--- src/design/ped_fifo.sv ---
// Small register queue with a count, used for the job queue and the result queue.
// No package dependency.
`timescale 1ns / 1ps
`default_nettype none

module ped_fifo #(
  parameter int WIDTH = 8,
  parameter int DEPTH = 2
) (
  input  wire logic             clk,
  input  wire logic             rst,
  input  wire logic             wr,
  input  wire logic [WIDTH-1:0] wr_data,
  input  wire logic             rd,
  output logic [WIDTH-1:0]      rd_data,
  output logic                  full,
  output logic                  empty
);

  localparam int PW = (DEPTH > 1) ? $clog2(DEPTH) : 1;
  localparam int CW = $clog2(DEPTH + 1);

  logic [WIDTH-1:0] slots [DEPTH];
  logic [PW-1:0]    wr_ptr;
  logic [PW-1:0]    rd_ptr;
  logic [CW-1:0]    count;
  logic             do_wr;
  logic             do_rd;

  assign full    = (count == CW'(DEPTH));
  assign empty   = (count == '0);
  assign do_wr   = wr && !full;
  assign do_rd   = rd && !empty;
  assign rd_data = slots[rd_ptr];

  always_ff @(posedge clk) begin
    if (do_wr) begin
      slots[wr_ptr] <= wr_data;
    end
  end

  always_ff @(posedge clk) begin
    if (rst) begin
      wr_ptr <= '0;
      rd_ptr <= '0;
      count  <= '0;
    end else begin
      if (do_wr) begin
        wr_ptr <= (wr_ptr == PW'(DEPTH - 1)) ? '0 : wr_ptr + 1'b1;
      end
      if (do_rd) begin
        rd_ptr <= (rd_ptr == PW'(DEPTH - 1)) ? '0 : rd_ptr + 1'b1;
      end
      if (do_wr && !do_rd) begin
        count <= count + 1'b1;
      end else if (do_rd && !do_wr) begin
        count <= count - 1'b1;
      end
    end
  end

endmodule

`default_nettype wire

--- config.mk ---
export PLATFORM = sky130hd
export DESIGN_NAME = ped_fifo
export DESIGN_NICKNAME = d
export VERILOG_FILES = /design/src/design/ped_fifo.sv
export SDC_FILE = /design/constraint.sdc
export NUM_CORES = 1
export LEC_CHECK = 0
export ABC_AREA = 1
export BUFFER_PORTS_ARGS = -buffer_cell sky130_fd_sc_hd__buf_2
export CAP_MARGIN = 20
export CORE_MARGIN = 2
export CORE_UTILIZATION = 45
export DETAILED_ROUTE_END_ITERATION = 10
export PLACE_DENSITY_LB_ADDON = 0.25
export SETUP_SLACK_MARGIN = 0.2
export SLEW_MARGIN = 20
export SYNTH_ARGS = -nofsm -noshare
export SYNTH_HDL_FRONTEND = slang
export SYNTH_SLANG_ARGS = --single-unit
--- constraint.sdc ---
create_clock -name clk -period 2.25 [get_ports clk]
set_input_delay 0.225 -clock clk [delete_from_list [all_inputs] [get_ports clk]]
set_output_delay 0.225 -clock clk [all_outputs]
set_load 0.01 [all_outputs]
; Word level (Yosys, flattened, before mapping)
; Memories as Yosys holds them, arrays and structs flattened. A register that Yosys moved wholly into a read port is not among the register bits.
; Index checks and enable logic that the tools add are counted.
[totals]
out_inout_bits = 10
inputBits = 12
n_memories = 1
register_bits = 4
ramBits = 16
[classes]
reduce_logical = 10
n_mux = 8
n_eq_ne = 1
add_sub_neg = 4
[mem_list]
columns = name, words, word_bits, read_ports, rd_clocked_by_memory_dff, write_ports, line_no
row1 = slots, 2, 8, 1, 1, 1, 23  ; logic [WIDTH-1:0] slots [DEPTH];
[op_table]
columns = cell, count
row1 = two-way mux 1 bit, 6
row2 = logical AND 1 bit, 4
row3 = logical NOT 1 bit, 4
row4 = two-way mux 2 bit, 2
row5 = "adder 1 bit, second input constant", 2
row6 = "adder 2 x 1 -> 2 bit, second input constant", 1
row7 = "equality test 2 bit, second input constant", 1
row8 = logical NOT 2 bit, 1
row9 = nonzero test 2 bit, 1
row10 = "subtractor 2 x 1 -> 2 bit, second input constant", 1

; Logic depth before layout (Yosys ltp)
[logic_depth]
ltp_word = 7
ltp_mapped = 10

; Worst setup path before layout
; Ideal clock, no wire load.
[synth_path]
path_type = flip-flop to flip-flop
start = register count[0]
end = memory slots[1][0], enable pin
period_less_slack_ns = 1.321
t_required_ns = 1.880
path_slack_ns = 0.929
n_path_buf = 0
arrival_time_ns = 0.951
path_stages_with_launch = 3
path_cell_list = dfxtp_1 > o21ai_2 > nor2_1
[synth_via]
elab_chain_cells = 5
[synth_rtl]
columns = element, line_no
row1 = "start, declared", 26  ; logic [CW-1:0] count;
row2 = "start signal, assigned", 55  ; count <= count + 1'b1;
row3 = "start signal, assigned", 57  ; count <= count - 1'b1;
row4 = equality test 2 bit, 30  ; assign full = (count == CW'(DEPTH));
row5 = logical NOT 1 bit, 32  ; assign do_wr = wr && !full;
row6 = logical AND 1 bit, 32
row7 = two-way mux 1 bit, 37  ; if (do_wr) begin
row8 = two-way mux 1 bit (implied by the code), 38  ; slots[wr_ptr] <= wr_data;
row9 = "end, declared", 23
; No other way between the ends.

==> impl_metrics.py <==
metrics = {
    "place": {
        "dp_hpwl_um": 846,
        "post_dp_cell_area_um2": 975,
        "gp_congestion": 0.749,
        "portBuffers": 21,
    },
    "sta": {
        "finalCritPeriodShare_pct": 70.8,
        "drv_slew": 0,
        "hold_violations": 0,
        "grt_setup_unrepaired": "false",
        "worstMarginPinSlew_ns": 0.358,
        "relSlewSlack_pct": 76.1,
        "fin_tns_setup_ns": 0,
        "hold_slack_ns": 0.106,
        "timing.fmax_mhz": 627,
        "skew_ns": 0.00308,
        "period_minus_slack_ns": 1.59,
        "setup_violations": 0,
    },
    "clocking": {
        "clk_latency_ns": 0.30,
        "clk_root_buffer_cell": "clkbuf_4",
        "cts_sinks": 21,
        "post_cts_buffers": 0,
        "cts-resized-gates": 0,
        "numCtsBuffers": 3,
        "cts_max_level": 1,
        "cts_hold_buf": 0,
        "clk_transition_reported_paths_ns": 0.11,
        "cts_buffer_depth": 2,
        "cts_tree": "built",
    },
    "logic_synthesis": {
        "netlist_instances": 62,
        "netlist.area_leader.share_pct": 58.0,
        "syn_area_per_cell_um2": 13.4,
        "synth_area_um2": 828,
        "ys_seq_elements": 21,
        "synth_edf_count": 16,
        "ys_seq_area_share_pct": 70.1,
        "ys_warn_count": 0,
        "ys.flop_type": "edfxtp_1",
        "synth_largest_area_cell": "edfxtp_1",
        "synth_area_leaders": "edfxtp_1 58%, dfxtp_1 12%, mux2_2 11%",
        "async_flop_share_pct": 0,
        "synthTopCellsByCount": "16 x edfxtp_1, 9 x nor2_1, 8 x mux2_2",
        "synth.most_common_cell": "edfxtp_1",
        "ys_types": 16,
        "syn_nets": 75,
    },
    "route": {
        "wl_per_cell_um": 10.5,
        "drcViolationCount": 0,
        "dr.first_iter.drc_count": 4,
        "avgViaCountPerCell": 4.65,
        "drt-total-wl_mm": 1.19,
        "first_pass_iters": 2,
        "ant_nets": 0,
        "vias": 526,
    },
    "outcome": {
        "status": "finished, final reports clean",
    },
    "floorplan": {
        "dieArea_mm2": 0.00220,
        "die_w_um": 46.9,
        "num_io_pins": 22,
        "initial_core_util_pct": 48.0,
        "rows": 15,
        "core-area_mm2": 0.00173,
        "die_h_um": 46.9,
    },
    "power": {
        "peakVddDrop_v": 0.000533,
        "pwr_density_cell_mw_per_mm2": 1040,
        "leakage_nw": 0.419,
    },
    "critical_path": {
        "crit_arrival_ns": 1.37,
        "start_kind": "flop",
        "critPathRequiredTime_ns": 2.03,
        "endpoint_kind": "primary output",
        "crit_fanout": 8,
        "crit_type": "flop to primary output",
    },
    "global_routing": {
        "first_global_vias": 454,
        "grt_max_degree": 13,
        "gr-total-overflow": 0,
        "grt_pass1_wl_mm": 1.70,
        "grt.total_usage_pct": 11.8,
        "antenna_found_initial": 0,
    },
    "finish": {
        "nets": 102,
        "area_delta_synth_final_pct": 21.0,
        "drive_gt1_share_pct": 45.5,
        "fillers": 167,
        "antenna_cells": 0,
        "post-route-cell-area_mm2": 0.00100,
    },
    "hold_path": {
        "min_path_type": "primary input to flop",
    },
    "flow_run": {
        "max-cap-violations": 0,
    },
}
cell usage in the layout (no fill, tap or decap):
master,instances
inv_2,2
inv_1,7
nor2_1,9
nand2_1,4
buf_2,21
o21ai_1,1
clkbuf_4,3
ha_1,1
o21ai_0,2
buf_4,2
o21ai_2,2
dfxtp_1,5
nand3_1,1
clkinv_2,1
edfxtp_1,16
and2_4,1
nand4_1,1
mux2_2,8
a21oi_1,1
final cells by class:
| type | instances | area [µm²] | area share [%] |
|---|---|---|---|
| multi-input combinational | 31 | 209 | 20.8 |
| tap | 25 | 31.3 | 3.12 |
| timing repair buffer | 23 | 120 | 12.0 |
| inverter | 9 | 33.8 | 3.37 |
| clock buffer | 3 | 22.5 | 2.25 |
| sequential | 21 | 581 | 57.9 |
| clock inverter | 1 | 5.00 | 0.499 |
logic make-up (layout without fill, tap and decap cells):
group                      after synthesis  in the layout  synth area share [%]
muxes                                    8              8                  10.9
DFF                                     21             21                  70.1
AOI/OAI and AO/OA                        6              6                  4.53
and+or+nand+nor                         16             16                  8.31
buffers and inverters                   10             36                  4.68
adders and majority gates                1              1                  1.51
metrics by stage:
step / power (mW) / std cells / setup WS (ns) / utilization [%]
after floorplan: 0.774 / 62 / 0.929 / -
after global placement: 0.874 / 109 / 0.895 / 56.4
after detailed placement: 0.884 / 109 / 0.837 / 56.4
after CTS: 1.06 / 113 / 0.619 / 58.0
after global routing: 1.12 / 113 / 0.585 / 58.0
final: 1.05 / 113 / 0.656 / 58.0
worst paths after layout:
| check | end | slack [ns] | cells past startpoint | startpoint |
|---|---|---|---|---|
| worst min register to register | wr_ptr | 0.52 | 2 | wr_ptr |
| worst max-delay path | rd_data[1] | 0.66 | 2 | flop |
| worst max register to register | count[1] | 0.83 | 9 | count[1] |
| worst min-delay path | slots[0][1] | 0.11 | 1 | wr_data[1] |
critical path, cell delays in order, from the launching register on:
cell and delay [ns]:
dfxtp_1 0.55, mux2_2 0.38, buf_2 0.14
metal layers:
metal | track usage [%] | up-vias | routed length (µm)
li1 | - | 264 | -
met1 | 10.7 | 244 | 479
met2 | 21.6 | 14 | 623
met3 | 3.85 | 4 | 62
met4 | 8.33 | 0 | 22
met5 | 0 | - | 0
registers in the layout (all words and copies together) (netlist names), named ones only:
name,count
wr_ptr,1
slots,16
rd_ptr,1
count,2
where the power goes:
group | switching, mW | leakage (nW) | internal [mW]
Combinational | 0.169 | 0.210 | 0.155
Clock | 0.107 | 0.0177 | 0.0662
Sequential | 0.0544 | 0.191 | 0.494
Total | 0.330 | 0.419 | 0.716
No activity file was read; power rests on OpenSTA's default activity.
