===== config.mk =====
export PLATFORM = sky130hd
export DESIGN_NAME = ped_front
export DESIGN_NICKNAME = d
export VERILOG_FILES = /design/src/design/ped_pkg.sv /design/src/design/ped_front.sv
export SDC_FILE = /design/constraint.sdc
export NUM_CORES = 1
export LEC_CHECK = 0
export ABC_AREA = 0
export BUFFER_PORTS_ARGS = -buffer_cell sky130_fd_sc_hd__buf_2
export CORE_MARGIN = 5
export CORE_UTILIZATION = 54
export DETAILED_ROUTE_END_ITERATION = 10
export PLACE_DENSITY = 0.85
export SYNTH_ARGS = -nofsm -noshare
export SYNTH_HDL_FRONTEND = slang
export SYNTH_SLANG_ARGS = --single-unit

===== constraint.sdc =====
create_clock -name clk -period 6 [get_ports clk]
set_input_delay 0.6 -clock clk [delete_from_list [all_inputs] [get_ports clk]]
set_output_delay 0.6 -clock clk [all_outputs]
set_load 0.01 [all_outputs]

===== src/design/ped_pkg.sv =====
// Shared types and constants for the pairwise distance core.
// No dependencies; every other design file but ped_fifo refers to this package by scoped names.
`timescale 1ns / 1ps
`default_nettype none

package ped_pkg;

  localparam int ELEM_W = 16;
  localparam int IDX_W  = 6;
  localparam int DIST_W = 19;
  localparam int CFG_W  = 7;
  localparam int CFG_IDX_W = 1;

  localparam logic [CFG_IDX_W-1:0] CFG_NUM_ROWS = 1'b0;
  localparam logic [CFG_IDX_W-1:0] CFG_NUM_DIMS = 1'b1;

  localparam logic [CFG_W-1:0]  CFG_RESET = 7'd64;
  localparam logic [DIST_W-1:0] DIST_MAX  = 19'd524287;

  // pair identity and end-of-run flags, carried alongside the arithmetic
  typedef struct packed {
    logic [IDX_W-1:0] first_row;
    logic [IDX_W-1:0] second_row;
    logic             run_last;
    logic             matrix_last;
  } ped_tag_t;

  typedef struct packed {
    logic [IDX_W-1:0]  first_row;
    logic [IDX_W-1:0]  second_row;
    logic [DIST_W-1:0] distance;
    logic              run_last;
    logic              matrix_last;
  } ped_result_t;

endpackage

`default_nettype wire


===== src/design/ped_front.sv =====
// Front end: configuration registers, row/column counters, store writes, job issue.
// Uses ped_pkg for field widths and register indexes.
`timescale 1ns / 1ps
`default_nettype none

module ped_front #(
  parameter int MAX_ROWS = 64,
  parameter int MAX_DIMS = 64
) (
  input  wire logic                           clk,
  input  wire logic                           rst,
  input  wire logic                           push,
  output logic                                full,
  input  wire logic signed [ped_pkg::ELEM_W-1:0] element,
  input  wire logic                           cfg_write,
  input  wire logic [ped_pkg::CFG_IDX_W-1:0]  cfg_index,
  input  wire logic [ped_pkg::CFG_W-1:0]      cfg_data,
  output logic                                mem_we,
  output logic [$clog2(MAX_ROWS*MAX_DIMS)-1:0] mem_waddr,
  output logic [ped_pkg::ELEM_W-1:0]          mem_wdata,
  output logic [$clog2(MAX_DIMS+1)-1:0]       dims_eff,
  output logic                                job_push,
  output logic [$clog2(MAX_ROWS):0]           job_data,
  input  wire logic                           job_full,
  input  wire logic                           job_empty,
  input  wire logic                           eng_busy
);

  localparam int RW  = $clog2(MAX_ROWS);
  localparam int DW  = (MAX_DIMS > 1) ? $clog2(MAX_DIMS) : 1;
  localparam int AW  = $clog2(MAX_ROWS * MAX_DIMS);
  localparam int RCW = $clog2(MAX_ROWS + 1);
  localparam int DCW = $clog2(MAX_DIMS + 1);

  logic [ped_pkg::CFG_W-1:0] num_rows;
  logic [ped_pkg::CFG_W-1:0] num_dims;
  logic [RW-1:0]             row_count;
  logic [DW-1:0]             dim_count;
  logic [RW-1:0]             last_j;
  logic [RCW-1:0]            rows_eff;
  logic                      accept;
  logic                      row_done;
  logic                      row_wrap;
  logic                      hazard;

  always_comb begin
    if (num_rows < 7'd2) begin
      rows_eff = RCW'(2);
    end else if (int'(num_rows) > MAX_ROWS) begin
      rows_eff = RCW'(MAX_ROWS);
    end else begin
      rows_eff = RCW'(num_rows);
    end
    if (num_dims == '0) begin
      dims_eff = DCW'(1);
    end else if (int'(num_dims) > MAX_DIMS) begin
      dims_eff = DCW'(MAX_DIMS);
    end else begin
      dims_eff = DCW'(num_dims);
    end
  end

  // the engine reads rows 0..j of every queued job; hold off writes into them
  assign hazard   = (!job_empty || eng_busy) && (last_j >= row_count);
  assign full     = hazard || job_full;
  assign accept   = push && !full;
  assign row_done = (int'(dim_count) + 1) >= int'(dims_eff);
  assign row_wrap = (int'(row_count) + 1) >= int'(rows_eff);

  assign mem_we    = accept;
  assign mem_waddr = AW'(int'(row_count) * MAX_DIMS + int'(dim_count));
  assign mem_wdata = element;
  assign job_push  = accept && row_done && (row_count != '0);
  assign job_data  = {row_wrap, row_count};

  always_ff @(posedge clk) begin
    if (rst) begin
      num_rows  <= ped_pkg::CFG_RESET;
      num_dims  <= ped_pkg::CFG_RESET;
      row_count <= '0;
      dim_count <= '0;
      last_j    <= '0;
    end else if (cfg_write) begin
      unique case (cfg_index)
        ped_pkg::CFG_NUM_ROWS: num_rows <= cfg_data;
        ped_pkg::CFG_NUM_DIMS: num_dims <= cfg_data;
        default: ;
      endcase
      row_count <= '0;
      dim_count <= '0;
    end else if (accept) begin
      if (row_done) begin
        dim_count <= '0;
        last_j    <= row_count;
        row_count <= row_wrap ? '0 : row_count + 1'b1;
      end else begin
        dim_count <= dim_count + 1'b1;
      end
    end
  end

endmodule

`default_nettype wire


## After elaboration in Yosys (flattened, before gate mapping)

Cells that the tools add are included.

- Register bits after elaboration: 32
- Bits of input ports: 31
- Output and inout port bits: 45
- Word-level logic and storage cells: 39

- Add/subtract/negate cells: 5
- Magnitude comparators: 6
- Mux-type cells: 6
- Bitwise logic cells: 2
- Reduce and logical (&&, ||, !) cells: 15

Operators by type and width:

| operator | number |
|---|---|
| 7-bit 2-to-1 mux | 4 |
| 6-bit by 1-bit adder with 7-bit output, second input constant | 2 |
| 7-bit >= comparator | 2 |
| 7-bit greater-than comparator, second input constant | 2 |
| 12-bit by 6-bit adder with 12-bit output | 1 |
| 6-bit by 1-bit adder with 6-bit output, second input constant | 2 |
| 6-bit 2-to-1 mux | 2 |
| 7-bit logical NOT | 1 |
| 7-bit by 2-bit less-than comparator with 1-bit output, second input constant | 1 |
| 6-bit >= comparator | 1 |
| 2-bit AND reduction | 3 |
| 6-bit nonzero test | 1 |
| 1-bit logical AND | 4 |
| 3-bit AND reduction | 1 |
| 1-bit logical NOT | 2 |
| 1-bit logical OR | 2 |
| 1-bit NOT | 2 |
| 2-bit OR reduction | 1 |

## Logic depth before layout (Yosys ltp)

- Word-level depth: 8
- Mapped depth: 11
- Gate-level depth less buffers: 10

## Least setup slack after synthesis

OpenSTA, ideal clock, no wires.

- Kind: reg-to-output
- From: reg dim_count[0]
- To: out job_push
- Arrival: 2.419 ns
- Data required time: 5.400 ns
- Setup slack: 2.981 ns
- Cell stages (with the launch flop): 11
- Path buffers: 2
- Cells stage by stage: dfxtp_1 -> ha_1 -> and3_1 -> and3_1 -> ha_1 -> nand3_1 -> nor2_1 -> a21oi_1 -> buf_2 -> buf_2 -> a211oi_1

- Cells in the longest elaborated chain, start to end: 4

RTL lines:

| element | line | text |
|---|---|---|
| start, declared | ped_front.sv:38 | `logic [DW-1:0] dim_count;` |
| start signal, assigned | ped_front.sv:97 | `dim_count <= dim_count + 1'b1;` |
| 6-bit by 1-bit adder with 7-bit output | ped_front.sv:67 | `assign row_done = (int'(dim_count) + 1) >= int'(dims_eff);` |
| 7-bit >= comparator | ped_front.sv:67 |  |
| 1-bit logical AND (2 in a row) | ped_front.sv:73 | `assign job_push = accept && row_done && (row_count != '0);` |
| end, declared | ped_front.sv:22 | `output logic job_push,` |

Every way passes these cells.

## Worst setup path after layout

Ends and elaborated chain as after synthesis.

==> run_results.csv <==
group,metric,value,unit
logic_synthesis,postSynthAreaPerCell,8.10,sq um
routing,avgViaCountPerCell,5.77,
setup_path,worst_setup_path_start_kind,"flip-flop",
routing,drtPass1Iterations,4,
floorplan,core_area,4000,sq um
logic_synthesis,ys_warn_count,0,
setup_path,r2r_cells,10,
clock_tree,cts_num_sinks,32,
floorplan,die_w,74.2,um
worst_hold_path,hold_class,"flip-flop to flip-flop",
clock_tree,post_cts_resized,0,
setup_path,critPathMaxStageDelay,0.36,ns
routing,num_vias,1975,
timing,final-hold-violation-count,0,
logic_synthesis,synthMuxAreaShare,2.70,%
clock_tree,cts_root_buf,"clkbuf_8",
clock_tree,postCtsHoldBufs,0,
clock_tree,clkLatencyLatePin,0.29,ns
logic_synthesis,synthXorXnorAreaFrac,3.15,%
flow_run,maxCapViolCount,0,
clock_tree,tritoncts,"built",
floorplan,die-area,5510,sq um
logic_synthesis,yosysUniqueCellTypes,39,
timing,worst_slew_pin_slew,0.409,ns
routing,wire_per_inst,14.2,um
logic_synthesis,synth_top_family_by_area,"simple AND/OR/NAND/NOR gates",
timing,min_period,3.34,ns
setup_path,endpoint_kind,"output port",
timing,max_freq,300,MHz
grt,overflow,0,
logic_synthesis,synth_seq_cells,32,
timing,fin_setup_tns,0,ns
worst_hold_path,holdCritStartpoint,"num_dims[0]$_SDFFE_PP0P_",
routing,wirelength,4870,um
clock_tree,h-tree-depth,2,
grt,antenna_found_initial,0,
worst_hold_path,hold_depth,2,
floorplan,die_h,74.2,um
run_status,status,"finished clean",
setup_path,r2r_slack,3.33,ns
timing,rsz0062_at_grt,"no",
floorplan,boundaryPins,76,
power_and_ir_drop,p_per_area,197,nW/um^2
layout,final_net_count,345,
timing,period_share,55.6,%
layout,layout.cells.most_common_list,"buf_2, dfxtp_1, a21oi_1",
setup_path,arrival,2.74,ns
layout,synthToLayoutAreaGrowth,7.58,%
layout,seqCellArea,641,sq um
setup_path,path_class,"flip-flop to output port",
logic_synthesis,synthSimpleGateAreaFrac,20.7,%
clock_tree,postCtsSetupRepairBufs,0,
setup_path,required,5.40,ns
routing,drt.antenna.violating_nets,0,
layout,multi_input_area,1290,sq um
layout,drive_gt1_share,18.8,%
logic_synthesis,synth_area,2230,sq um
layout,final_common_cell,"buf_2",
placed_design,gp_congestion,0.839,
timing,slew_headroom,72.7,%
floorplan,initial_utilization,55.7,%
setup_path,r2r_start,"row_count[0]$_SDFFE_PP0P_",
timing,maxSlewViolCount,0,
clock_tree,clk_pin_slew,0.07,ns
placed_design,port_buffers,43,
power_and_ir_drop,vdd_drop_max,0.183,mV
clock_tree,cts_buffer_depth,2,
layout,nFillCells,369,
clock_tree,cts_buffers,5,
logic_synthesis,synthCells,275,
timing,setup_viol,0,
setup_path,cp_top_family,"simple AND/OR/NAND/NOR gates",
grt,grt_usage,18.8,%
grt,grt_max_degree,31,
setup_path,crit_slowest_cell,"dfxtp_1",
layout,fin_util,59.9,%
worst_hold_path,whs_endpoint,"num_dims[0]$_SDFFE_PP0P_",
routing,drc,0,
logic_synthesis,synth_seq_area_share,28.8,%
grt,grt_pass1_vias,1798,
timing,finClkSkew,0.00770,ns
power_and_ir_drop,p_leak,0.00110,uW
logic_synthesis,synth_fa_ha_area_share,12.9,%
setup_path,cp_num_buf_inv,2,
placed_design,place_hpwl,3690,um
setup_path,path_cells,"ha_1, and3_1, and3_1, ha_1, nand3_1, nor2_1, a21oi_1, buf_4, a211oi_1, buf_2",
layout,antenna-diode-count,0,
setup_path,crit_path_max_fanout,23,
routing,drtIter0Drc,138,
logic_synthesis,synth-compound-area-share,18.4,%
setup_path,r2r_end,"row_count[4]$_SDFFE_PP0P_",
logic_synthesis,syn_nets,329,
floorplan,row_count,23,
grt,grt_pass1_wl,8130,um
where the power goes:
group	internal, uW	switching, uW
clock network	123	80.4
registers	217	3.52
logic	17.4	29.6
total	358	114
worst max-delay path by stage:
stage	start	end	slack, ns	depth (start not counted)
global route	row_count[2]$_SDFFE_PP0P_	job_data[6]	2.44	9
global placement	dim_count[0]$_SDFFE_PP0N_	job_push	3.08	10
detailed placement	dim_count[0]$_SDFFE_PP0N_	job_push	2.99	10
floorplan	dim_count[0]$_SDFFE_PP0N_	job_push	2.98	10
CTS	dim_count[0]$_SDFFE_PP0N_	job_push	2.68	10
finish	dim_count[0]$_SDFFE_PP0N_	job_push	2.66	10
metrics by stage:
stage | std cells | power (uW) | instance area [sq um] | hold slack [ns] | worst slack [ns]
after floorplan | 275 | 269 | 2230 | 0.436 | 2.98
after global placement | 334 | 271 | 2290 | 0.451 | 3.08
after detailed placement | 334 | 272 | 2290 | 0.452 | 2.99
after CTS | 342 | 475 | 2400 | 0.461 | 2.68
after global routing | 342 | 493 | 2400 | 0.491 | 2.44
final | 342 | 471 | 2400 | 0.461 | 2.66
flip-flops by register name (all words and copies together) (netlist names):
register	cells
dim_count	6
num_dims	7
row_count	6
num_rows	7
last_j	6
cell usage after synthesis:
cell type | number | area [sq um]
dfxtp_1 | 32 | 641
a21oi_1 | 27 | 135
buf_4 | 23 | 173
ha_1 | 23 | 288
nand2_1 | 21 | 78.8
inv_1 | 17 | 63.8
nand3_1 | 17 | 85.1
nor2_1 | 11 | 41.3
o21ai_0 | 11 | 55.1
clkbuf_1 | 10 | 37.5
or4_1 | 9 | 67.6
o31ai_1 | 7 | 52.6
mux2i_1 | 6 | 60.1
nor3_1 | 6 | 30.0
xnor2_1 | 6 | 52.6
a211o_1 | 5 | 43.8
nand2b_1 | 5 | 31.3
nand4_1 | 5 | 31.3
a211oi_1 | 4 | 30.0
and3_1 | 4 | 25.0
a21o_1 | 2 | 15.0
a32o_1 | 2 | 20.0
buf_2 | 2 | 10.0
nor3b_1 | 2 | 15.0
nor4_1 | 2 | 12.5
o211ai_1 | 2 | 15.0
xor2_1 | 2 | 17.5
a22oi_1 | 1 | 7.51
a31oi_1 | 1 | 6.26
a32oi_2 | 1 | 16.3
and2_1 | 1 | 6.26
buf_6 | 1 | 11.3
clkinv_1 | 1 | 3.75
nand4b_1 | 1 | 8.76
nor2b_1 | 1 | 6.26
o211ai_2 | 1 | 12.5
or2_2 | 1 | 6.26
or3_1 | 1 | 6.26
or3b_1 | 1 | 8.76
worst min-delay path: stages, from the launching register on:
cell     delay, ns
dfxtp_1       0.31
nand2_1       0.05
a21oi_1       0.05
cell families (layout without fill, tap and decap cells):
group	Yosys count	count (layout)
buffers and inverters	54	71
xor gates and xnor gates	8	8
and+or+nand+nor	88	88
muxes	6	6
DFF	32	32
adders and majority gates	23	23
AOI/OAI and AO/OA	64	64
layout make-up:
cell class / count / share of cell area (%)
multi-input cells: 189 / 53.7
flip-flops and latches: 32 / 26.7
repair buffers: 45 / 9.61
clock buffers: 6 / 3.03
inverters: 18 / 2.82
well taps: 50 / 2.61
clock inverters: 2 / 1.46
routing by layer:
| metal | wire (um) | part of all wire, % | vias up | track usage (%) |
|---|---|---|---|---|
| met5 | 0 | 0 | - | 0 |
| met4 | 99 | 2.0 | 0 | 5.93 |
| met3 | 318 | 6.5 | 10 | 5.95 |
| met2 | 2260 | 46 | 64 | 30.2 |
| met1 | 2190 | 45 | 904 | 24.1 |
| li1 | - | - | 997 | - |
Note: power is estimated with default switching activity, not from simulation.
