--- config.mk ---
export PLATFORM = sky130hd
export DESIGN_NAME = ped_sqrt
export DESIGN_NICKNAME = d
export VERILOG_FILES = /design/src/design/ped_pkg.sv /design/src/design/ped_sqrt.sv
export SDC_FILE = /design/constraint.sdc
export NUM_CORES = 1
export LEC_CHECK = 0
export BUFFER_PORTS_ARGS = -buffer_cell sky130_fd_sc_hd__buf_2
export CAP_MARGIN = 20
export CORE_MARGIN = 2
export CORE_UTILIZATION = 58
export CTS_BUF_LIST = sky130_fd_sc_hd__clkbuf_4
export DETAILED_ROUTE_END_ITERATION = 16
export PLACE_DENSITY_LB_ADDON = 0.15
export SYNTH_ARGS = -nofsm -noshare
export SYNTH_HDL_FRONTEND = slang
export SYNTH_SLANG_ARGS = --single-unit
--- constraint.sdc ---
create_clock -name clk -period 2.6 [get_ports clk]
set_input_delay 0.52 -clock clk [delete_from_list [all_inputs] [get_ports clk]]
set_output_delay 0.52 -clock clk [all_outputs]
set_load 0.005 [all_outputs]
--- src/design/ped_pkg.sv ---
// Shared types and constants for the pairwise distance core.
// No dependencies; every other design file but ped_fifo refers to this package by scoped names.
`timescale 1ns / 1ps
`default_nettype none

package ped_pkg;

  localparam int ELEM_W = 16;
  localparam int IDX_W  = 6;
  localparam int DIST_W = 19;
  localparam int CFG_W  = 7;
  localparam int CFG_IDX_W = 1;

  localparam logic [CFG_IDX_W-1:0] CFG_NUM_ROWS = 1'b0;
  localparam logic [CFG_IDX_W-1:0] CFG_NUM_DIMS = 1'b1;

  localparam logic [CFG_W-1:0]  CFG_RESET = 7'd64;
  localparam logic [DIST_W-1:0] DIST_MAX  = 19'd524287;

  // pair identity and end-of-run flags, carried alongside the arithmetic
  typedef struct packed {
    logic [IDX_W-1:0] first_row;
    logic [IDX_W-1:0] second_row;
    logic             run_last;
    logic             matrix_last;
  } ped_tag_t;

  typedef struct packed {
    logic [IDX_W-1:0]  first_row;
    logic [IDX_W-1:0]  second_row;
    logic [DIST_W-1:0] distance;
    logic              run_last;
    logic              matrix_last;
  } ped_result_t;

endpackage

`default_nettype wire

--- src/design/ped_sqrt.sv ---
// Iterative integer square root, one result bit per cycle, with saturation to 19 bits.
// Uses ped_pkg for the tag and result types.
`timescale 1ns / 1ps
`default_nettype none

module ped_sqrt #(
  parameter int IN_W = 38
) (
  input  wire logic              clk,
  input  wire logic              rst,
  input  wire logic              in_valid,
  output logic                   in_ready,
  input  wire logic [IN_W-1:0]   in_sum,
  input  wire ped_pkg::ped_tag_t in_tag,
  output logic                   out_push,
  input  wire logic              out_full,
  output ped_pkg::ped_result_t   out_data
);

  localparam int H   = IN_W / 2;
  localparam int RMW = H + 1;
  localparam int CNW = $clog2(H);
  localparam int CW  = (H > ped_pkg::DIST_W) ? H : ped_pkg::DIST_W;

  localparam logic [1:0] S_IDLE = 2'd0;
  localparam logic [1:0] S_RUN  = 2'd1;
  localparam logic [1:0] S_DONE = 2'd2;

  logic [1:0]        state;
  logic [IN_W-1:0]   val;
  logic [RMW-1:0]    rem;
  logic [H-1:0]      root;
  logic [CNW-1:0]    cnt;
  ped_pkg::ped_tag_t tag;
  logic [H+2:0]      sh;
  logic [H+2:0]      trial;
  logic              ge;
  logic [CW-1:0]     root_w;

  assign in_ready = (state == S_IDLE);
  assign out_push = (state == S_DONE) && !out_full;

  // bring down the next two bits and try root*4+1
  assign sh     = {rem, val[IN_W-1 -: 2]};
  assign trial  = {1'b0, root, 2'b01};
  assign ge     = sh >= trial;
  assign root_w = CW'(root);

  always_comb begin
    out_data.first_row   = tag.first_row;
    out_data.second_row  = tag.second_row;
    out_data.run_last    = tag.run_last;
    out_data.matrix_last = tag.matrix_last;
    out_data.distance    = (root_w > CW'(ped_pkg::DIST_MAX)) ?
                           ped_pkg::DIST_MAX : root_w[ped_pkg::DIST_W-1:0];
  end

  always_ff @(posedge clk) begin
    if (in_valid && in_ready) begin
      val  <= in_sum;
      rem  <= '0;
      root <= '0;
      tag  <= in_tag;
    end else if (state == S_RUN) begin
      val  <= val << 2;
      rem  <= ge ? RMW'(sh - trial) : RMW'(sh);
      root <= {root[H-2:0], ge};
    end
  end

  always_ff @(posedge clk) begin
    if (rst) begin
      state <= S_IDLE;
      cnt   <= '0;
    end else begin
      unique case (state)
        S_IDLE: begin
          if (in_valid) begin
            state <= S_RUN;
            cnt   <= CNW'(H - 1);
          end
        end
        S_RUN: begin
          if (cnt == '0) begin
            state <= S_DONE;
          end else begin
            cnt <= cnt - 1'b1;
          end
        end
        S_DONE: begin
          if (!out_full) begin
            state <= S_IDLE;
          end
        end
        default: state <= S_IDLE;
      endcase
    end
  end

endmodule

`default_nettype wire

# After elaboration in Yosys (flattened, before gate mapping)
# Index checks and enable logic that the tools add are counted.
dict set report word_totals {
  in_bits 56
  output_inout_bits 35
  reg_bits 98
}
dict set report op_classes {
  n_addsub 2
  n_reduce_logical 9
  n_eq_ne 6
  mux 11
  n_lt_le_gt_ge 2
}
# operator n
set ops {}
lappend ops {{38-bit two-way mux} 2}
lappend ops {{22-bit by 21-bit >= comparator with 1-bit output} 1}
lappend ops {{20-bit two-way mux} 1}
lappend ops {{20-bit subtractor} 1}
lappend ops {{19-bit > comparator, second input constant} 1}
lappend ops {{19-bit two-way mux} 1}
lappend ops {{5-bit two-way mux} 2}
lappend ops {{5-bit one-hot mux with 2 select lines} 1}
lappend ops {{2-bit two-way mux} 3}
lappend ops {{2-bit != test, second input constant} 3}
lappend ops {{2-bit one-hot mux with 3 select lines} 1}
lappend ops {{3-bit AND reduction} 2}
lappend ops {{5-bit logical NOT} 1}
lappend ops {{5-bit by 1-bit subtractor with 5-bit output, second input constant} 1}
lappend ops {{2-bit nonzero test} 2}
lappend ops {{2-bit by 1-bit == test with 1-bit output, second input constant} 1}
lappend ops {{2-bit == test, second input constant} 1}
lappend ops {{1-bit logical AND} 2}
lappend ops {{2-bit logical NOT} 1}
lappend ops {{2-bit by 1-bit != test with 1-bit output, second input constant} 1}
lappend ops {{1-bit logical NOT} 1}

# Depth between registers and ports, before layout
# Gate-level depths: netlist (run 1).
dict set report depth {
  word_depth 3
  depth_mapped 12
}

# Worst setup path before layout (run 1)
# No wires, ideal clock.
dict set report synth_timing {
  path_kind {register to register}
  startpoint {register root[11]}
  endpoint {register rem[10]}
  t_arrival_ns 2.173
  t_required_ns 2.475
  period_less_slack_ns 2.298
  setup_time_ns 0.125
  stages_incl_launch_ff 11
  path_slack_ns 0.302
  n_path_buf 2
  path_cell_list {dfxtp_1 -> inv_1 -> ha_1 -> buf_4 -> nand4_1 -> nor4_1 -> o31ai_4 -> a21oi_4 -> buf_12 -> mux2i_1 -> o21ai_1}
}
dict set report synth_between {
  elab_chain_cells 2
}
# item line
set synth_rtl {}
lappend synth_rtl {{start: declaration} ped_sqrt.sv:32} ;# logic [H-1:0] root;
lappend synth_rtl {{start signal: assignment} ped_sqrt.sv:67} ;# root <= {root[H-2:0], ge};
lappend synth_rtl {{22-bit by 21-bit >= comparator with 1-bit output} ped_sqrt.sv:46} ;# assign ge = sh >= trial;
lappend synth_rtl {{20-bit two-way mux} ped_sqrt.sv:66} ;# rem <= ge ? RMW'(sh - trial) : RMW'(sh);
lappend synth_rtl {{end signal: assignment} ped_sqrt.sv:66}
lappend synth_rtl {{end: declaration} ped_sqrt.sv:31} ;# logic [RMW-1:0] rem;
# Every way passes these cells.
# A chain may end at the register's enable or synchronous reset.

# Worst setup path after layout (run 1)
dict set report layout_timing {
  startpoint {register val[36]}
  endpoint {register rem[3]}
}
dict set report layout_between {
  elab_chain_cells 2
}
# item line
set layout_rtl {}
lappend layout_rtl {{start: declaration} ped_sqrt.sv:30} ;# logic [IN_W-1:0] val;
lappend layout_rtl {{start signal: assignment} ped_sqrt.sv:60} ;# val <= in_sum;
lappend layout_rtl {{start signal: assignment} ped_sqrt.sv:65} ;# val <= val << 2;
lappend layout_rtl {{20-bit subtractor or 22-bit by 21-bit >= comparator with 1-bit output (tied branches)} {ped_sqrt.sv:66, ped_sqrt.sv:46}}
lappend layout_rtl {{20-bit two-way mux *} ped_sqrt.sv:66}
# Every way passes the cells marked *; elsewhere a longest branch is shown, timed or not.

==> flow_summary.json, run 1 <==
{
  "cts_root_buffer": "clkbuf_4",
  "yosysUniqueCellTypes": 61,
  "first_pass_iters": 4,
  "maxCapViolCount": 0,
  "wl_per_cell_microns": 14.2,
  "leakagePower_nw": 2.54,
  "rsz0062_at_grt": "false",
  "worstSkewPairLatency_ps": 440,
  "synth_edf_count": 52,
  "whs_path_depth": 1,
  "ir_worst_vdd_v": 0.000678,
  "drt-total-wl_microns": 10400,
  "synthFlopType": "edfxtp_1",
  "critPathArrivalTime_ps": 2780,
  "ys_warn_count": 0,
  "drc": 0,
  "numCtsBuffers": 9,
  "die_x_microns": 97.0,
  "diodes": 0,
  "die_area_sq_um": 9410,
  "grt-ovfl-total": 0,
  "slew_headroom_pct": 61.0,
  "critical_path.top_delay_family": "compound AO/OA/AOI/OAI gates",
  "power_density_nw_per_um2": 1340,
  "r2r_cells": 11,
  "ant_nets": 0,
  "place_area_sq_um": 5500,
  "syn-cell-area_sq_um": 5010,
  "power_frac_clock_pct": 10.0,
  "ios": 91,
  "regArea_sq_um": 2490,
  "synth.avg_cell_area_sq_um": 9.32,
  "path_cells": "inv_1 -> ha_1 -> nand2b_1 -> a21oi_2 -> o22ai_4 -> o31ai_4 -> o31ai_4 -> a21oi_4 -> buf_4 -> mux2i_1 -> o21ai_1",
  "yosysTopAreaCell": "edfxtp_1",
  "comb_power_share_pct": 61.4,
  "grt.total_usage_pct": 21.8,
  "synth.net_count": 617,
  "max_freq_mhz": 405,
  "dieHeight_microns": 97.0,
  "synthArstFlopShare_pct": 0,
  "clockBufferDepth": 2,
  "switchingPower_w": 0.00321,
  "htreeDepth": 3,
  "multi_input_area_sq_um": 2270,
  "p_sw_share_pct": 41.8,
  "clock_sinks": 98,
  "grt_pass1_vias": 3847,
  "finalSetupViolCount": 0,
  "fin_setup_tns_ps": 0,
  "clk_pin_slew_ps": 170,
  "vias": 3950,
  "endpoint_kind": "flip-flop",
  "place_ws_ps": 69.7,
  "yosysMostFrequentCell": "nand2_1",
  "yosysSeqAreaShare_pct": 49.5,
  "layout_min_cycle_time_ps": 2470,
  "crit_cells": 11,
  "status": "complete, no violations",
  "hold_slack_ps": 245,
  "skew_ps": 22.6,
  "syn_inst": 538,
  "crit_fanout": 9,
  "criticalPathCategory": "reg -> reg",
  "p_int_w": 0.00448,
  "min_path_type": "in -> reg",
  "drt_iter0_markers": 194,
  "num-fill-cells": 704,
  "min_period_over_period_pct": 94.9,
  "synthToLayoutAreaGrowth_pct": 14.8,
  "vias_per_cell": 5.43,
  "core_sq_um": 8300,
  "report.final.slew_viol_count": 0,
  "initial_core_util_pct": 60.4,
  "postLayoutCellArea_sq_um": 5760,
  "dp_hpwl_microns": 7190,
  "critPathLaunchType": "flip-flop",
  "final_nets": 697,
  "hold_viol": 0,
  "synth_top_area_share_pct": 31.1,
  "worstMarginPinSlew_ps": 585,
  "grt_pass1_wl_microns": 17300,
  "slowest_stage": "edfxtp_1",
  "drive_above_1_share_pct": 25.0,
  "ys_top_cells_by_count": "136 x nand2_1, 52 x edfxtp_1, 46 x dfxtp_1",
  "portBuffers": 90,
  "antenna_found_initial": 0,
  "worst_path_most_repeated_cell": "o31ai_4",
  "max_stage_delay_ps": 440,
  "ys_ff_latch": 98,
  "worst-path-buf-inv": 2,
  "synthTopCellsByArea": "edfxtp_1 31%, dfxtp_1 18%, nand2_1 10%",
  "cts_tree": "yes",
  "grt_max_degree": 56,
  "row_count": 33,
  "place_congestion": 0.885,
  "required_ps": 2920,
  "worst_slack_ps": 131,
  "share_seq_of_total_power_pct": 28.7
}
-- layout by cell type (no fill, tap or decap), drive strengths merged, types with 3 or more instances in the layout --
master and n:
nand2 137, buf 112, edfxtp 52, dfxtp 46, o21ai 44, inv 33
ha 23, a21oi 20, nand3 19, nor2 17, mux2i 16, xnor2 15
nor3 9, clkbuf 9, a21o 7, nand2b 5, o21a 4, and3 4
nand4 4, xor2 4, o211ai 4, clkinv 4, nor2b 3, o2111ai 3
o31ai 3, a31oi 3
-- per-layer routing --
metal	track usage, %	vias up	wire [microns]
li1	-	1998	-
met1	30.6	1845	4820
met2	35.7	95	4930
met3	3.83	12	507
met4	4.66	0	103
met5	0	-	0
-- logic make-up after synthesis --
logic type | Yosys count | share of synthesized area, %
simple gates | 207 | 17.9
compound gates | 102 | 13.7
flops | 98 | 49.5
buf+inv | 73 | 6.56
fa+ha+maj | 23 | 5.74
xor+xnor | 19 | 3.32
mux | 16 | 3.19
-- power groups by stage --
stage	Clock, W	Sequential [W]	Combinational (W)
6_report	0.000766	0.00221	0.00472
5_1_grt	0.000852	0.00225	0.00517
3_5_place_dp	0	0.00223	0.00426
4_1_cts	0.000785	0.00220	0.00429
3_3_place_gp	0	0.00222	0.00419
2_1_floorplan	0	0.00218	0.00352
-- worst register-to-register path, cell delays in order, from the launching register on --
cell	delay [ps]
edfxtp_1	440
inv_1	70
ha_1	220
nand2b_1	190
a21oi_2	220
o22ai_4	110
o31ai_4	240
o31ai_4	90
a21oi_4	230
buf_4	220
mux2i_1	250
o21ai_1	80
-- flip-flops by register name, summed over array words and instances, names as in the netlist --
register  flops
root         19
rem          20
cnt           5
val          38
state         2
out_data     14
-- final cells by class --
| class | instances | area share (%) |
|---|---|---|
| sequential | 98 | 43.3 |
| tap | 105 | 2.28 |
| timing repair buffer | 112 | 10.8 |
| clock inverter | 7 | 1.02 |
| inverter | 30 | 1.96 |
| multi-input combinational | 367 | 39.5 |
| clock buffer | 9 | 1.17 |
-- through the flow --
step,total power [W],utilization (%),cells
after floorplan,0.00570,-,538
after global placement,0.00641,66.3,706
after detailed placement,0.00649,66.3,706
after CTS,0.00727,67.8,722
after global routing,0.00826,69.4,728
final,0.00769,69.4,728
-- repair_timing --
action / 4_1_cts / 5_1_grt
buffers inserted: 0 / 6
resized for setup: 0 / 20
setup endpoints to repair: 0 / 18
hold buffers: 0 / 0
-- final timing paths --
| check | from | endpoint | slack (ps) |
|---|---|---|---|
| min reg2reg | rem[18] | rem[18] | 470 |
| max | val[36] | rem[3] | 130 |
| max reg2reg | val[36] | rem[3] | 130 |
| min | in_tag[10] | out_data[29] | 240 |
(Power assumes the default switching activity.)
==> run 2: changes to the inputs <==
GPL_TIMING_DRIVEN = 0   (was default)
clock period = 2.5 ns   (was 2.6 ns; I/O delays follow)
==> flow_summary.json, run 2 (synthesis gave the netlist of run 1 again) <==
{
  "status": "complete, no violations",
  "layout_min_cycle_time_ps": 2450,
  "criticalPathCategory": "reg -> reg",
  "whs_path_depth": 1,
  "die_area_sq_um": 9410,
  "finalPower_w": 0.00885,
  "required_ps": 2860,
  "clk_pin_slew_ps": 170,
  "slew_headroom_pct": 45.3,
  "vias": 4200,
  "synthToLayoutAreaGrowth_pct": 21.4,
  "cts_root_buffer": "clkbuf_4",
  "critPathArrivalTime_ps": 2810,
  "vias_per_cell": 5.50,
  "htreeDepth": 3,
  "final_nets": 732,
  "drt_iter0_markers": 154,
  "drive_above_1_share_pct": 25.2,
  "drc": 0,
  "hold_viol": 0,
  "clockBufferDepth": 2,
  "r2r_end": "rem[16]",
  "worstSkewPairLatency_ps": 460,
  "ios": 91,
  "dp_hpwl_microns": 7780,
  "hold_end": "out_data[29]",
  "r2r_cells": 12,
  "report.final.slew_viol_count": 0,
  "grt.total_usage_pct": 23.6,
  "finalSetupViolCount": 0,
  "initial_core_util_pct": 60.4,
  "portBuffers": 90,
  "maxCapViolCount": 0,
  "ir_worst_vdd_v": 0.000846,
  "max_freq_mhz": 408,
  "regMostFlops": "val",
  "diodes": 0,
  "row_count": 33,
  "cts_tree": "yes",
  "min_path_type": "in -> reg",
  "largest_register_ffs": 38,
  "leakagePower_nw": 2.63,
  "reg.largest.list": "val (38), rem (20), root (19)",
  "core_sq_um": 8300,
  "place_congestion": 0.851,
  "first_pass_iters": 4,
  "ant_nets": 0,
  "worstMarginPinSlew_ps": 819,
  "grtUsageMet1_pct": 32.4,
  "final_common_cell": "nand2_1",
  "skew_ps": 18.6,
  "grt_use_met2_pct": 37.1,
  "critPathLaunchType": "flip-flop",
  "hold_path.startpoint": "in_tag[10]",
  "grt_util_met3_pct": 4.12,
  "antenna_found_initial": 0,
  "grt-ovfl-total": 0,
  "min_period_over_period_pct": 97.9,
  "endpoint_kind": "flip-flop",
  "dieHeight_microns": 97.0,
  "grt_busiest_layer": "met2",
  "grt_pass1_vias": 4000,
  "clock_sinks": 98,
  "place_area_sq_um": 5620,
  "grt_pass1_wl_microns": 18200,
  "crit_fanout": 5,
  "regToRegSetupSlack_ps": 50,
  "numCtsBuffers": 9,
  "r2r-start": "root[11]",
  "grt_max_degree": 24,
  "layout_common_cells": "136 x nand2_1, 91 x buf_2, 52 x edfxtp_1, 39 x dfxtp_1, 32 x clkbuf_1",
  "wl_per_cell_microns": 14.7,
  "rsz0062_at_grt": "true",
  "power_density_nw_per_um2": 1450,
  "postLayoutCellArea_sq_um": 6090,
  "die_x_microns": 97.0,
  "drt-total-wl_microns": 11200
}
run 2: worst max path at each step:
stage	to	startpoint	slack (ps)
global placement	rem[4]	root[11]	-120
CTS	rem[14]	root[0]	6
global route	rem[19]	root[4]	-40
finish	rem[16]	root[11]	50
floorplan	rem[10]	root[11]	200
detailed placement	rem[4]	root[11]	-160
run 2: area by class of cell:
type | instances | area [sq um]
Tap cell | 105 | 131
Sequential cell | 98 | 2490
Buffer | 43 | 223
Multi-Input combinational cell | 367 | 2380
Clock buffer | 9 | 67.6
Timing Repair Buffer | 104 | 619
Clock inverter | 7 | 61.3
Inverter | 30 | 113
Fill cell | 645 | 2210
run 2: power breakdown:
part           switching [W]  internal [W]
logic                0.00288       0.00286
registers           0.000202       0.00210
clock network       0.000590      0.000225
run 2: metal layers:
metal / vias to the layer above / share of wire (%)
met5: - / 0
met4: 0 / 2.2
met3: 25 / 5.7
met2: 128 / 47
met1: 1970 / 45
li1: 2077 / -
run 2: what timing repair did:
item,CTS,global route
buffers inserted,8,3
pin swaps,5,7
endpoints found under the setup margin,20,21
gates cloned,1,0
hold buffers,0,0
resized for setup,11,29
run 2: critical path, stage by stage (launching register included):
cell and delay [ps]:
dfxtp_2 380, inv_2 50, ha_4 210, buf_6 120
a21o_1 160, a31o_1 210, nor2_2 150, o31ai_4 100
o31ai_4 260, a21oi_4 110, buf_6 140, or2_1 210
a32o_1 240
run 2: stage by stage:
stage | worst slack, ps | cells | TNS, ps | hold slack, ps | utilization (%)
2_1_floorplan | 202 | 538 | 0 | 433 | -
3_3_place_gp | -116 | 733 | -1230 | 445 | 67.4
3_5_place_dp | -163 | 734 | -2310 | 451 | 67.8
4_1_cts | 5.55 | 759 | 0 | 185 | 71.2
5_1_grt | -43.4 | 763 | -217 | 167 | 73.3
6_report | 52.0 | 763 | 0 | 194 | 73.3
==> run 3: changes to the inputs <==
CAP_MARGIN = default   (was 20)
CORE_UTILIZATION = 40   (was 58)
==> flow_summary.json, run 3 (synthesis gave the netlist of run 1 again) <==
{
  "status": "complete, no violations",
  "clock_sinks": 98,
  "hold_end": "out_data[25]",
  "path_cells": "inv_2 -> ha_1 -> buf_6 -> nand4_1 -> buf_6 -> nor4_4 -> o31ai_4 -> a21oi_4 -> buf_8 -> mux2i_2 -> o21ai_1",
  "grt_busiest_layer": "met2",
  "slew_headroom_pct": 26.4,
  "grt_pass1_vias": 3852,
  "critical_path.top_delay_family": "buffers and inverters",
  "die_area_sq_um": 13400,
  "critPathArrivalTime_ps": 2720,
  "synthToLayoutAreaGrowth_pct": 22.1,
  "ios": 91,
  "grt_util_met3_pct": 3.03,
  "cts_root_buffer": "clkbuf_4",
  "row_count": 40,
  "required_ps": 2830,
  "min_path_type": "in -> reg",
  "antenna_found_initial": 1,
  "ir_worst_vdd_v": 0.000524,
  "cts_tree": "yes",
  "numCtsBuffers": 9,
  "endpoint_kind": "flip-flop",
  "critPathLaunchType": "flip-flop",
  "wl_per_cell_microns": 13.9,
  "first_pass_iters": 4,
  "slowest_stage": "dfxtp_2",
  "finalSetupViolCount": 0,
  "crit_fanout": 7,
  "regToRegSetupSlack_ps": 110,
  "criticalPathCategory": "reg -> reg",
  "skew_ps": 23.4,
  "grt_max_degree": 26,
  "min_period_over_period_pct": 95.6,
  "regMostFlops": "val",
  "grtUsageMet1_pct": 23.9,
  "r2r-start": "root[11]",
  "report.final.slew_viol_count": 0,
  "clk_pin_slew_ps": 160,
  "grt_pass1_wl_microns": 18300,
  "leakagePower_nw": 2.60,
  "worst_path_most_repeated_cell": "buf_6",
  "drc": 0,
  "final_common_cell": "nand2_1",
  "worst-path-buf-inv": 4,
  "r2r_cells": 11,
  "initial_core_util_pct": 41.4,
  "largest_register_ffs": 38,
  "clockBufferDepth": 2,
  "hold_path.startpoint": "in_tag[6]",
  "grt.total_usage_pct": 17.5,
  "htreeDepth": 3,
  "hold_buffers": 0,
  "final_nets": 732,
  "max_stage_delay_ps": 380,
  "dp_hpwl_microns": 8130,
  "place_congestion": 0.850,
  "whs_path_depth": 1,
  "max_freq_mhz": 418,
  "layout_min_cycle_time_ps": 2390,
  "drt-total-wl_microns": 11500,
  "place_area_sq_um": 5700,
  "hold_slack_ps": 200,
  "vias_per_cell": 4.91,
  "reg.largest.list": "val (38), rem (20), root (19)",
  "worstSkewPairLatency_ps": 460,
  "layout_common_cells": "136 x nand2_1, 91 x buf_2, 52 x edfxtp_1, 37 x dfxtp_1, 32 x clkbuf_1",
  "portBuffers": 90,
  "vias": 4057,
  "drive_above_1_share_pct": 25.1,
  "maxCapViolCount": 0,
  "core_sq_um": 12100,
  "worst_slack_ps": 110,
  "place_ws_ps": -197,
  "die_x_microns": 116,
  "ant_nets": 0,
  "worstMarginPinSlew_ps": 1100,
  "postLayoutCellArea_sq_um": 6120,
  "grt-ovfl-total": 0,
  "r2r_end": "rem[14]",
  "dieHeight_microns": 116,
  "hold_viol": 0,
  "rsz0062_at_grt": "true",
  "grt_use_met2_pct": 27.3,
  "drt_iter0_markers": 240,
  "final_core_util_pct": 50.5,
  "power_density_nw_per_um2": 1380
}
-- run 3: changes by cell type in the layout (fill, tap and decap cells not counted), sizes merged --
cell / before / now
clkinvlp: 0 / 2
clkinv: 4 / 2
buf: 112 / 113
clkbuf: 42 / 41
diode: 0 / 1
-- run 3: power by group --
| part | internal [W] | leakage, nW | switching, W |
|---|---|---|---|
| logic | 0.00266 | 1.65 | 0.00272 |
| registers | 0.00210 | 0.891 | 0.000207 |
| clock network | 0.000210 | 0.0608 | 0.000559 |
| total | 0.00497 | 2.60 | 0.00349 |
-- run 3: worst max path at each step --
stage                         from  cells past startpoint  endpoint
after floorplan           root[11]                     10   rem[10]
after global placement     root[3]                     11   rem[14]
after detailed placement   root[3]                     11   rem[14]
after CTS                  root[2]                     11   rem[14]
after global routing       root[1]                     11   rem[11]
final                     root[11]                     11   rem[14]
-- run 3: per-layer routing --
metal,up-vias,wire (microns)
li1,2081,-
met1,1877,5420
met2,90,5390
met3,9,476
met4,0,178
met5,-,0
-- run 3: layout make-up --
cell class / count / area (sq um)
diodes: 1 / 2.50
repair buffers: 104 / 579
clock buffers: 9 / 67.6
flip-flops and latches: 98 / 2490
plain buffers: 43 / 223
inverters: 30 / 113
well taps: 168 / 210
multi-input cells: 367 / 2380
clock inverters: 7 / 50.0
fillers: 1203 / 5990
-- run 3: repair_timing --
item,4_1_cts,5_1_grt
gates cloned,0,0
pin swaps,5,9
gates resized for setup,16,25
setup endpoints to repair,18,21
setup buffers,9,4
-- run 3: through the flow --
step                total power, W  TNS (ps)  cells
floorplan                  0.00593         0    538
global placement           0.00672     -2020    796
detailed placement         0.00681     -2360    797
CTS                        0.00817         0    822
global route               0.00913     -17.1    827
finish                     0.00846         0    827
